--- src/design/bmq_pkg.sv ---
package bmq_pkg;

  localparam int DEF_QUEUE_DEPTH = 8;
  localparam int DEF_WAIT_DEPTH  = 32;
  localparam int DEF_ITEM_BYTES  = 8;

  localparam int MSG_W  = 64;
  localparam int TASK_W = 5;
  localparam int CFG_W  = 4;

  localparam logic [CFG_W-1:0] ITEM_BYTES_RESET = 4'd8;

  localparam logic [1:0] STATUS_DONE      = 2'd0;
  localparam logic [1:0] STATUS_BLOCKED   = 2'd1;
  localparam logic [1:0] STATUS_WAIT_FULL = 2'd2;

  localparam logic OP_SEND    = 1'b0;
  localparam logic OP_RECEIVE = 1'b1;

  typedef enum logic [1:0] {
    ST_IDLE = 2'b01,
    ST_EXEC = 2'b10
  } state_t;

  // Keep the low n bytes of a 64-bit message.
  function automatic logic [MSG_W-1:0] byte_mask(input logic [CFG_W-1:0] n);
    logic [MSG_W-1:0] m;
    m = '0;
    for (int i = 0; i < MSG_W / 8; i++) begin
      m[i*8 +: 8] = {8{(CFG_W'(i) < n)}};
    end
    return m;
  endfunction

endpackage

--- src/design/bmq_ram.sv ---
module bmq_ram
  import bmq_pkg::*;
#(
  parameter int DEPTH = 8,
  parameter int WIDTH = 64,
  parameter int AW    = (DEPTH > 1) ? $clog2(DEPTH) : 1
) (
  input  logic             clk,
  input  logic             we,
  input  logic [AW-1:0]    waddr,
  input  logic [WIDTH-1:0] wdata,
  input  logic             re,
  input  logic [AW-1:0]    raddr,
  output logic [WIDTH-1:0] rdata
);

  logic [WIDTH-1:0] mem [DEPTH];
  logic [WIDTH-1:0] rdata_r;

  always_ff @(posedge clk) begin
    if (we) begin
      mem[waddr] <= wdata;
    end
    if (re) begin
      rdata_r <= mem[raddr];
    end
  end

  assign rdata = rdata_r;

endmodule

--- src/design/bmq_ptr.sv ---
module bmq_ptr
  import bmq_pkg::*;
#(
  parameter int DEPTH = 8,
  parameter int PW    = (DEPTH > 1) ? $clog2(DEPTH) : 1,
  parameter int CW    = $clog2(DEPTH + 1)
) (
  input  logic          clk,
  input  logic          rst_n,
  input  logic          push,
  input  logic          pop,
  output logic [PW-1:0] head,
  output logic [PW-1:0] tail,
  output logic          full,
  output logic          empty
);

  logic [PW-1:0] head_r, head_nxt;
  logic [PW-1:0] tail_r, tail_nxt;
  logic [CW-1:0] count_r, count_nxt;

  always_comb begin
    head_nxt  = head_r;
    tail_nxt  = tail_r;
    count_nxt = count_r;
    if (push) begin
      tail_nxt = (tail_r == PW'(DEPTH - 1)) ? '0 : tail_r + 1'b1;
    end
    if (pop) begin
      head_nxt = (head_r == PW'(DEPTH - 1)) ? '0 : head_r + 1'b1;
    end
    if (push && !pop) begin
      count_nxt = count_r + 1'b1;
    end else if (pop && !push) begin
      count_nxt = count_r - 1'b1;
    end
  end

  always_ff @(posedge clk) begin
    if (!rst_n) begin
      head_r  <= '0;
      tail_r  <= '0;
      count_r <= '0;
    end else begin
      head_r  <= head_nxt;
      tail_r  <= tail_nxt;
      count_r <= count_nxt;
    end
  end

  assign head  = head_r;
  assign tail  = tail_r;
  assign full  = (count_r == CW'(DEPTH));
  assign empty = (count_r == '0);

endmodule

--- src/design/blocking_message_queue_unit.sv ---
// Channel   Direction  Handshake          Payload
// in_       input      in_valid/in_stall  in_opcode, in_task_id, in_message_in
// out_      output     out_valid/out_stall out_status, out_message_out, out_woke_valid,
//                                          out_woke_task
// cfg_      input      cfg_valid/cfg_ready cfg_item_bytes
//
// Each request has a transfer cycle, which issues the reads of the message store and
// of the wait-list memory, and an execute cycle, which uses the read data, writes back
// and loads the result register. One request is in flight at a time.
// A stalled result holds the execute cycle until the result register frees up.
// Synchronous active-low reset clears pointers, counts and item_bytes (to 8); the
// memories need no clearing because counts guard every read.
module blocking_message_queue_unit
  import bmq_pkg::*;
#(
  parameter int QUEUE_DEPTH = DEF_QUEUE_DEPTH,
  parameter int WAIT_DEPTH  = DEF_WAIT_DEPTH,
  parameter int ITEM_BYTES  = DEF_ITEM_BYTES
) (
  input  logic              clk,
  input  logic              rst_n,
  input  logic              in_valid,
  output logic              in_stall,
  input  logic              in_opcode,
  input  logic [TASK_W-1:0] in_task_id,
  input  logic [MSG_W-1:0]  in_message_in,
  output logic              out_valid,
  input  logic              out_stall,
  output logic [1:0]        out_status,
  output logic [MSG_W-1:0]  out_message_out,
  output logic              out_woke_valid,
  output logic [TASK_W-1:0] out_woke_task,
  input  logic              cfg_valid,
  output logic              cfg_ready,
  input  logic [CFG_W-1:0]  cfg_item_bytes
);

  localparam int QPW    = (QUEUE_DEPTH > 1) ? $clog2(QUEUE_DEPTH) : 1;
  localparam int WPW    = (WAIT_DEPTH > 1) ? $clog2(WAIT_DEPTH) : 1;
  localparam int WAW    = $clog2(2 * WAIT_DEPTH);
  localparam int STORE_W = ITEM_BYTES * 8;

  // Wait-list memory holds the sender list in the low half, receivers in the high half
  localparam logic [WAW-1:0] RCV_BASE = WAW'(WAIT_DEPTH);

  state_t state_r, state_nxt;

  logic [CFG_W-1:0] item_bytes_r;
  logic [CFG_W-1:0] eff_bytes;
  logic [MSG_W-1:0] mask;

  // captured request
  logic              op_r;
  logic [TASK_W-1:0] task_r;
  logic [MSG_W-1:0]  msg_r;

  logic              out_valid_r, out_valid_nxt;
  logic [1:0]        out_status_r;
  logic [MSG_W-1:0]  out_message_r;
  logic              out_woke_valid_r;
  logic [TASK_W-1:0] out_woke_task_r;

  logic in_xfer;
  logic exec_go;

  // pointer control
  logic q_push, q_pop, s_push, s_pop, r_push, r_pop;
  logic [QPW-1:0] q_head, q_tail;
  logic [WPW-1:0] s_head, s_tail, r_head, r_tail;
  logic q_full, q_empty, s_full, s_empty, r_full, r_empty;

  // memory ports
  logic [STORE_W-1:0] q_rdata, q_wdata;
  logic               w_we;
  logic [WAW-1:0]     w_waddr, w_raddr;
  logic [TASK_W-1:0]  w_rdata;

  // result of the execute cycle
  logic [1:0]        res_status;
  logic [MSG_W-1:0]  res_message;
  logic              res_woke_valid;
  logic [TASK_W-1:0] res_woke_task;

  assign in_xfer   = in_valid && !in_stall;
  assign in_stall  = (state_r != ST_IDLE);
  assign exec_go   = (state_r == ST_EXEC) && !(out_valid_r && out_stall);
  assign cfg_ready = 1'b1;

  // clamp byte count: zero acts as one, above the stored width acts as the width
  always_comb begin
    if (item_bytes_r == '0) begin
      eff_bytes = CFG_W'(1);
    end else if (item_bytes_r > CFG_W'(ITEM_BYTES)) begin
      eff_bytes = CFG_W'(ITEM_BYTES);
    end else begin
      eff_bytes = item_bytes_r;
    end
  end

  assign mask = byte_mask(eff_bytes);

  always_ff @(posedge clk) begin
    if (!rst_n) begin
      item_bytes_r <= ITEM_BYTES_RESET;
    end else if (cfg_valid && cfg_ready) begin
      item_bytes_r <= cfg_item_bytes;
    end
  end

  always_comb begin
    state_nxt = state_r;
    unique case (state_r)
      ST_IDLE: begin
        if (in_xfer) begin
          state_nxt = ST_EXEC;
        end
      end
      ST_EXEC: begin
        if (exec_go) begin
          state_nxt = ST_IDLE;
        end
      end
      default: state_nxt = ST_IDLE;
    endcase
  end

  always_ff @(posedge clk) begin
    if (!rst_n) begin
      state_r <= ST_IDLE;
    end else begin
      state_r <= state_nxt;
    end
  end

  // hold the request payload for the execute cycle
  always_ff @(posedge clk) begin
    if (in_xfer) begin
      op_r   <= in_opcode;
      task_r <= in_task_id;
      msg_r  <= in_message_in;
    end
  end

  // Read the head of the list a request may wake: a send wakes a receiver, a
  // receive wakes a sender. The message store is always read at its head.
  assign w_raddr = (in_opcode == OP_SEND) ? RCV_BASE + WAW'(r_head) : WAW'(s_head);

  always_comb begin
    q_push         = 1'b0;
    q_pop          = 1'b0;
    s_push         = 1'b0;
    s_pop          = 1'b0;
    r_push         = 1'b0;
    r_pop          = 1'b0;
    w_we           = 1'b0;
    w_waddr        = WAW'(s_tail);
    res_status     = STATUS_DONE;
    res_message    = '0;
    res_woke_valid = 1'b0;
    res_woke_task  = '0;
    if (op_r == OP_SEND) begin
      if (q_full) begin
        // queue full: park the sender
        if (s_full) begin
          res_status = STATUS_WAIT_FULL;
        end else begin
          res_status = STATUS_BLOCKED;
          s_push     = exec_go;
          w_we       = exec_go;
        end
      end else begin
        q_push = exec_go;
        if (!r_empty) begin
          r_pop          = exec_go;
          res_woke_valid = 1'b1;
          res_woke_task  = w_rdata;
        end
      end
    end else begin
      if (q_empty) begin
        // queue empty: park the receiver
        w_waddr = RCV_BASE + WAW'(r_tail);
        if (r_full) begin
          res_status = STATUS_WAIT_FULL;
        end else begin
          res_status = STATUS_BLOCKED;
          r_push     = exec_go;
          w_we       = exec_go;
        end
      end else begin
        q_pop       = exec_go;
        res_message = MSG_W'(q_rdata) & mask;
        if (!s_empty) begin
          s_pop          = exec_go;
          res_woke_valid = 1'b1;
          res_woke_task  = w_rdata;
        end
      end
    end
  end

  // drop the bytes above the byte count before storing
  assign q_wdata = STORE_W'(msg_r & mask);

  bmq_ptr #(.DEPTH(QUEUE_DEPTH)) u_q_ptr (
    .clk   (clk),
    .rst_n (rst_n),
    .push  (q_push),
    .pop   (q_pop),
    .head  (q_head),
    .tail  (q_tail),
    .full  (q_full),
    .empty (q_empty)
  );

  bmq_ptr #(.DEPTH(WAIT_DEPTH)) u_s_ptr (
    .clk   (clk),
    .rst_n (rst_n),
    .push  (s_push),
    .pop   (s_pop),
    .head  (s_head),
    .tail  (s_tail),
    .full  (s_full),
    .empty (s_empty)
  );

  bmq_ptr #(.DEPTH(WAIT_DEPTH)) u_r_ptr (
    .clk   (clk),
    .rst_n (rst_n),
    .push  (r_push),
    .pop   (r_pop),
    .head  (r_head),
    .tail  (r_tail),
    .full  (r_full),
    .empty (r_empty)
  );

  bmq_ram #(.DEPTH(QUEUE_DEPTH), .WIDTH(STORE_W), .AW(QPW)) u_msg_ram (
    .clk   (clk),
    .we    (q_push),
    .waddr (q_tail),
    .wdata (q_wdata),
    .re    (in_xfer),
    .raddr (q_head),
    .rdata (q_rdata)
  );

  bmq_ram #(.DEPTH(2 * WAIT_DEPTH), .WIDTH(TASK_W), .AW(WAW)) u_wait_ram (
    .clk   (clk),
    .we    (w_we),
    .waddr (w_waddr),
    .wdata (task_r),
    .re    (in_xfer),
    .raddr (w_raddr),
    .rdata (w_rdata)
  );

  // result register: load on execute, clear once transferred
  always_comb begin
    out_valid_nxt = out_valid_r;
    if (exec_go) begin
      out_valid_nxt = 1'b1;
    end else if (!out_stall) begin
      out_valid_nxt = 1'b0;
    end
  end

  always_ff @(posedge clk) begin
    if (!rst_n) begin
      out_valid_r <= 1'b0;
    end else begin
      out_valid_r <= out_valid_nxt;
    end
  end

  always_ff @(posedge clk) begin
    if (exec_go) begin
      out_status_r     <= res_status;
      out_message_r    <= res_message;
      out_woke_valid_r <= res_woke_valid;
      out_woke_task_r  <= res_woke_task;
    end
  end

  assign out_valid       = out_valid_r;
  assign out_status      = out_status_r;
  assign out_message_out = out_message_r;
  assign out_woke_valid  = out_woke_valid_r;
  assign out_woke_task   = out_woke_task_r;

endmodule

--- config.mk ---
export PLATFORM = sky130hd
export DESIGN_NAME = blocking_message_queue_unit
export DESIGN_NICKNAME = d
export VERILOG_FILES = /design/src/design/bmq_pkg.sv /design/src/design/bmq_ram.sv /design/src/design/bmq_ptr.sv /design/src/design/blocking_message_queue_unit.sv
export SDC_FILE = /design/constraint.sdc
export NUM_CORES = 1
export LEC_CHECK = 0
export ABC_CLOCK_PERIOD_IN_PS = 19900
export BUFFER_PORTS_ARGS = -buffer_cell sky130_fd_sc_hd__buf_2
export CORE_ASPECT_RATIO = 1.5
export CORE_MARGIN = 4
export CORE_UTILIZATION = 55
export CTS_CLUSTER_DIAMETER = 100
export DETAILED_ROUTE_END_ITERATION = 10
export PLACE_DENSITY = 0.72
export SLEW_MARGIN = 10
export SYNTH_ARGS = -nofsm -noshare
export SYNTH_HDL_FRONTEND = slang
export SYNTH_SLANG_ARGS = --single-unit
--- constraint.sdc ---
create_clock -name clk -period 19.9 [get_ports clk]
set_input_delay 1.99 -clock clk [delete_from_list [all_inputs] [get_ports clk]]
set_output_delay 1.99 -clock clk [all_outputs]
set_load 0.01 [all_outputs]
# [Word level (Yosys, flattened, before mapping)]
# Memories as Yosys holds them, arrays and structs flattened. A register that Yosys moved wholly into a read port is not among the register bits.
# Index checks and enable logic that the tools add are counted.
[classes] add_sub_neg=14 order_cmp=9 eq_ne=15 n_mux=58 bitwise_logic=3 reduce_logical=26
[ops] op="bitwise AND 64 bit" n=2
[ops] op="two-way mux 5 bit" n=9
[ops] op="two-way mux 6 bit" n=7
[ops] op="two-way mux 1 bit" n=28
[ops] op="adder 5 x 1 -> 5 bit (second input constant)" n=4
[ops] op="equality test 5 bit (second input constant)" n=4
[ops] op="< comparator 3 x 4 -> 1 bit (first input constant)" n=4
[ops] op="two-way mux 4 bit" n=4
[ops] op="two-way mux 2 bit" n=7
[ops] op="adder 6 x 1 -> 6 bit (second input constant)" n=2
[ops] op="adder 6 x 5 -> 6 bit (first input constant)" n=2
[ops] op="equality test 6 bit (second input constant)" n=2
[ops] op="logical NOT 6 bit" n=2
[ops] op="subtractor 6 x 1 -> 6 bit (second input constant)" n=2
[ops] op="logical AND 1 bit" n=9
[ops] op="logical NOT 1 bit" n=8
[ops] op="logical NOT 4 bit" n=2
[ops] op="< comparator 1 x 4 -> 1 bit (first input constant)" n=2
[ops] op="< comparator 2 x 4 -> 1 bit (first input constant)" n=2
[ops] op="adder 3 x 1 -> 3 bit (second input constant)" n=2
[ops] op="equality test 3 bit (second input constant)" n=2
[ops] op="two-way mux 3 bit" n=2
[ops] op="nonzero test 2 bit" n=3
[ops] op="adder 4 x 1 -> 4 bit (second input constant)" n=1
[ops] op="other kinds (11)" n=13
[totals] register_bits=191 mem_bits_rw=832 input_bits=79 out_inout_bits=75 elab_cells=146 memories=2
[mem_list] memory="u_msg_ram.mem" words=8 word_bits=64 rd=1 rd_clocked_by_memory_dff=1 write_ports=1 line_no="bmq_ram.sv:17" text="logic [WIDTH-1:0] mem [DEPTH];"
[mem_list] memory="u_wait_ram.mem" words=64 word_bits=5 rd=1 rd_clocked_by_memory_dff=1 write_ports=1 line_no="bmq_ram.sv:17"

# [Longest topological paths before layout]
[depth] ltp_word=10 depth_mapped=13

# [Hierarchy]
# A second synthesis with hierarchy kept.
[unflattened] hier_cells=2057 hier_area_um2=42270.5
[by_module_without_submodules] mod="bmq_ram at u_msg_ram" n_inst=1 cells_each=816 area_per_inst_um2=21187.8 seq_area_each_um2=17296.6
[by_module_without_submodules] mod="bmq_ram at u_wait_ram" n_inst=1 cells_each=610 area_per_inst_um2=12818.5 seq_area_each_um2=9759.4
[by_module_without_submodules] mod="blocking_message_queue_unit" n_inst=1 cells_each=371 area_per_inst_um2=5808.1 seq_area_each_um2=4404.2
[by_module_without_submodules] mod="bmq_ptr at u_s_ptr" n_inst=1 cells_each=105 area_per_inst_um2=947.2 seq_area_each_um2=320.3
[by_module_without_submodules] mod="bmq_ptr at u_r_ptr" n_inst=1 cells_each=101 area_per_inst_um2=940.9 seq_area_each_um2=320.3
[by_module_without_submodules] mod="bmq_ptr at u_q_ptr" n_inst=1 cells_each=54 area_per_inst_um2=568.0 seq_area_each_um2=200.2

# [Least setup slack after synthesis]
# No wires, ideal clock.
[synth_path] path_type="input to register" start="input port in_valid" end="register state_r[0]" arrival_ps=8413 required_ps=19782 slack_ps=11369 stages=4 n_path_buf=0 cell_sequence="inv_1 -> nor2_1 -> o21a_1 -> inv_1"
[synth_via] elab_chain_cells=3
[synth_lines] item="from (decl)" line_no="blocking_message_queue_unit.sv:22" text="input logic in_valid,"
[synth_lines] item="logical AND 1 bit" line_no="blocking_message_queue_unit.sv:84" text="assign in_xfer = in_valid && !in_stall;"
[synth_lines] item="named net in_xfer" line_no="blocking_message_queue_unit.sv:63" text="logic in_xfer;"
[synth_lines] item="inequality test 2 bit (no source line)"
[synth_lines] item="AND reduction 2 bit (no source line)"
[synth_lines] item="to (signal assigned)" line_no="blocking_message_queue_unit.sv:131" text="state_r <= state_nxt;"
[synth_lines] item="to (decl)" line_no="blocking_message_queue_unit.sv:46" text="state_t state_r, state_nxt;"
# The timed path passes the listed nets, and every way through them passes these cells.
# A chain may end at the register's enable or synchronous reset.

# [Worst setup path after layout]
[layout_path] start="input port out_stall" end="memory u_msg_ram.mem[3][32], enable pin"
[layout_via] elab_chain_cells=7
[layout_lines] item="from (decl)" line_no="blocking_message_queue_unit.sv:28" text="input logic out_stall,"
[layout_lines] item="logical AND 1 bit" line_no="blocking_message_queue_unit.sv:86" text="assign exec_go = (state_r == ST_EXEC) && !(out_valid_r && out_stall);"
[layout_lines] item="logical NOT 1 bit" line_no="blocking_message_queue_unit.sv:86"
[layout_lines] item="logical AND 1 bit" line_no="blocking_message_queue_unit.sv:86"
[layout_lines] item="two-way mux 1 bit" line_no="blocking_message_queue_unit.sv:162" text="if (q_full) begin"
[layout_lines] item="two-way mux 1 bit" line_no="blocking_message_queue_unit.sv:161" text="if (op_r == OP_SEND) begin"
[layout_lines] item="two-way mux 1 bit" line_no="bmq_ram.sv:21" text="if (we) begin"
[layout_lines] item="two-way mux 1 bit (not written as such)" line_no="bmq_ram.sv:22" text="mem[waddr] <= wdata;"
[layout_lines] item="to (decl)" line_no="bmq_ram.sv:17"
# No other way between the ends.

==> results_dict.tcl <==
set metrics [dict create \
    synth_top_area_cell "edfxtp_1" \
    synth_area_leaders "edfxtp_1 71%, mux4_2 6.8%, a211oi_1 2.5%" \
    hold-path-endpoint "out_message_out[50]$_SDFFCE_PP0N_" \
    cts_buffers 94 \
    finish.utilization 0.617 \
    startpoint_type "primary input" \
    cts_tree "yes" \
    clkLatencyLatePin_ns 0.68 \
    area_delta_synth_final_pct 10.7 \
    cp_data_required_time_ns 20.20 \
    ff2ff_path_depth 4 \
    netlist_area_mm2 0.0441 \
    max-clock-path-buffers 3 \
    ios 154 \
    grt_antenna_before_repair 2 \
    setup_viol 0 \
    fin_skew_ns 0.0352 \
    avgSynthCellArea_um2 16.6 \
    synthFlopType "edfxtp_1" \
    ctsRootBufferMaster "clkbuf_16" \
    pre_cts_ws_ns 14.21 \
    synthArstFlopShare 0 \
    drtIter0Drc 2728 \
    io_buffers 152 \
    ctsHoldBuffers 0 \
    endpoint_kind "flip-flop" \
    rrSetupSlack_ns 15.92 \
    start_util 0.557 \
    yosys.area.top_type_share 0.710 \
    die_w_um 239 \
    p_leak_nw 15.6 \
    hold_class "flip-flop to flip-flop" \
    first_pass_iters 6 \
    power_mw 4.46 \
    vias 24600 \
    status "finished, final reports clean" \
    wl_mm 101 \
    crit_arrival_ns 5.26 \
    final.setup.tns_ns 0 \
    dpl.hpwl_mm 60.2 \
    relSlewSlack 0.253 \
    synthCells 2663 \
    htreeDepth 3 \
    seq_area_frac_synth 0.732 \
    hold_viol_final 0 \
    post_drt_wl_per_cell_um 26.0 \
    drcViolationCount 0 \
    synth.most_common_cell "edfxtp_1" \
    fp.dieArea_mm2 0.0849 \
    synth_edf_count 1043 \
    place_area_mm2 0.0458 \
    synthTopCellsByCount "1043 x edfxtp_1, 206 x a21oi_1, 149 x a211oi_1" \
    grtUsageMet3 0.0440 \
    ys_types 78 \
    hp-start "u_msg_ram.rdata[50]$_DFFE_PP_" \
    slew_viol_final 0 \
    gp_congestion 0.921 \
    hold_depth 1 \
    clk_pin_slew_ns 0.06 \
    num_rows 126 \
    grtUsageTotal 0.238 \
    fin_nets 2882 \
    fmax_mhz 201 \
    pwr_density_cell_mw_per_mm2 91.2 \
    peakVddDrop_uv 89.1 \
    yosys_warnings 0 \
    antenna_left 0 \
    fin_ws_ns 14.93 \
    grt_use_met1 0.293 \
    fp.dieH_um 355 \
    path_max_fanout 44 \
    diodes 0 \
    criticalPathCategory "primary input to flip-flop" \
    grt_max_degree 141 \
    syn_nets 2763 \
    cts_resized 0 \
    post_cts_buffers 0 \
    tightest_slew_ns 1.12 \
    core_mm2 0.0791 \
    use_met2 0.416 \
    r2r-end "u_msg_ram.mem[3][32]$_DFFE_PP_" \
    post-route-min-period_ns 4.97 \
    r2r_start "op_r$_DFFE_PP_" \
    grt_setup_unrepaired "no" \
    grt_pass1_wl_mm 153 \
    top_usage_layer "met2" \
    synth.ff_latch_count 1092 \
    gr-total-overflow 0 \
    min_period_over_period 0.250 \
    final_area_mm2 0.0489 \
    first_global_vias 25300 \
    cap_violations 0 \
    drive_gt1_frac 0.202 \
    viasPerCell 6.33 \
    cts.sinks 1092 \
]
[placed cells by master, fill, tap and decap left out, types with 19 or more instances in the layout]
| cell type | Yosys | routed |
|---|---|---|
| and2_1 | 77 | 77 |
| mux2_2 | 67 | 67 |
| o21ai_0 | 46 | 46 |
| a21o_1 | 35 | 35 |
| o22ai_1 | 21 | 21 |
| nor2_1 | 132 | 125 |
| nand2b_1 | 37 | 37 |
| nand2_1 | 79 | 79 |
| buf_2 | 59 | 151 |
| a21oi_1 | 206 | 206 |
| edfxtp_1 | 1043 | 1043 |
| ha_1 | 19 | 19 |
| clkinv_2 | 0 | 23 |
| nor2b_1 | 72 | 71 |
| clkbuf_1 | 89 | 19 |
| clkbuf_16 | 0 | 95 |
| nor3_1 | 29 | 27 |
| buf_4 | 6 | 48 |
| inv_1 | 33 | 30 |
| nor4_1 | 19 | 19 |
| a211oi_1 | 149 | 149 |
| mux4_2 | 134 | 134 |
| dfxtp_1 | 49 | 44 |
[cells by family (layout without fill, tap and decap cells)]
group                      Yosys count  in the layout  synth area share
other                                1              1         0.0000850
buffers and inverters              212            407            0.0207
and+or+nand+nor                    523            523            0.0626
muxes                              219            219            0.0896
DFF                               1092           1092             0.732
adders and majority gates           21             21           0.00630
AOI/OAI and AO/OA                  583            583            0.0862
xor gates and xnor gates            12             12           0.00238
[final cells by class]
cell class / instances / area, um2
Multi-Input combinational cell: 1359 / 11000
Fill cell: 5662 / 30300
Sequential cell: 1092 / 32300
Inverter: 35 / 135
Clock buffer: 115 / 2460
Tap cell: 1024 / 1280
Clock inverter: 57 / 557
Timing Repair Buffer: 200 / 1140
[registers in the layout, summed over array words and instances, names as in the netlist, 6 cells and up]
register,count
u_msg_ram.mem,512
u_wait_ram.mem,320
msg_r,64
out_message_out,64
u_msg_ram.rdata,64
u_r_ptr.count_r,6
u_s_ptr.count_r,6
[metal layers]
layer | up-vias | wire [um]
met2 | 1131 | 52800
met4 | 0 | 4220
met3 | 251 | 7170
met1 | 12400 | 36600
met5 | - | 0
li1 | 10800 | -
[critical path, cell delays in order]
cell and delay (ns):
buf_2 0.10, nand2_1 0.21, nor4b_2 0.95, nand2_1 0.45, nor2_4 0.79, buf_4 0.73
[how the worst max path moves through the flow]
| stage | startpoint | endpoint | slack (ns) | cells past startpoint |
|---|---|---|---|---|
| after floorplan | in_valid | state_r[0]$_SDFFE_PN1P_ | 11.37 | 4 |
| final | out_stall | u_msg_ram.mem[3][32]$_DFFE_PP_ | 14.93 | 6 |
| after detailed placement | out_stall | u_msg_ram.mem[2][38]$_DFFE_PP_ | 14.21 | 6 |
| after global routing | out_stall | u_msg_ram.mem[2][39]$_DFFE_PP_ | 14.73 | 6 |
| after global placement | in_opcode | u_wait_ram.rdata[1]$_DFFE_PP_ | 14.16 | 9 |
| after CTS | out_stall | u_msg_ram.mem[2][42]$_DFFE_PP_ | 14.92 | 6 |
[metrics by stage]
stage,cells,hold WS (ns)
finish,3882,0.506
global route,3882,0.525
CTS,3882,0.512
detailed placement,3710,0.504
global placement,3710,0.486
floorplan,2663,0.468
[report_power, final]
group          switching, mW  internal, mW
Clock                  0.809         0.980
Sequential            0.0105          2.55
Combinational         0.0798        0.0276
Power figures use the tool's default switching activity.
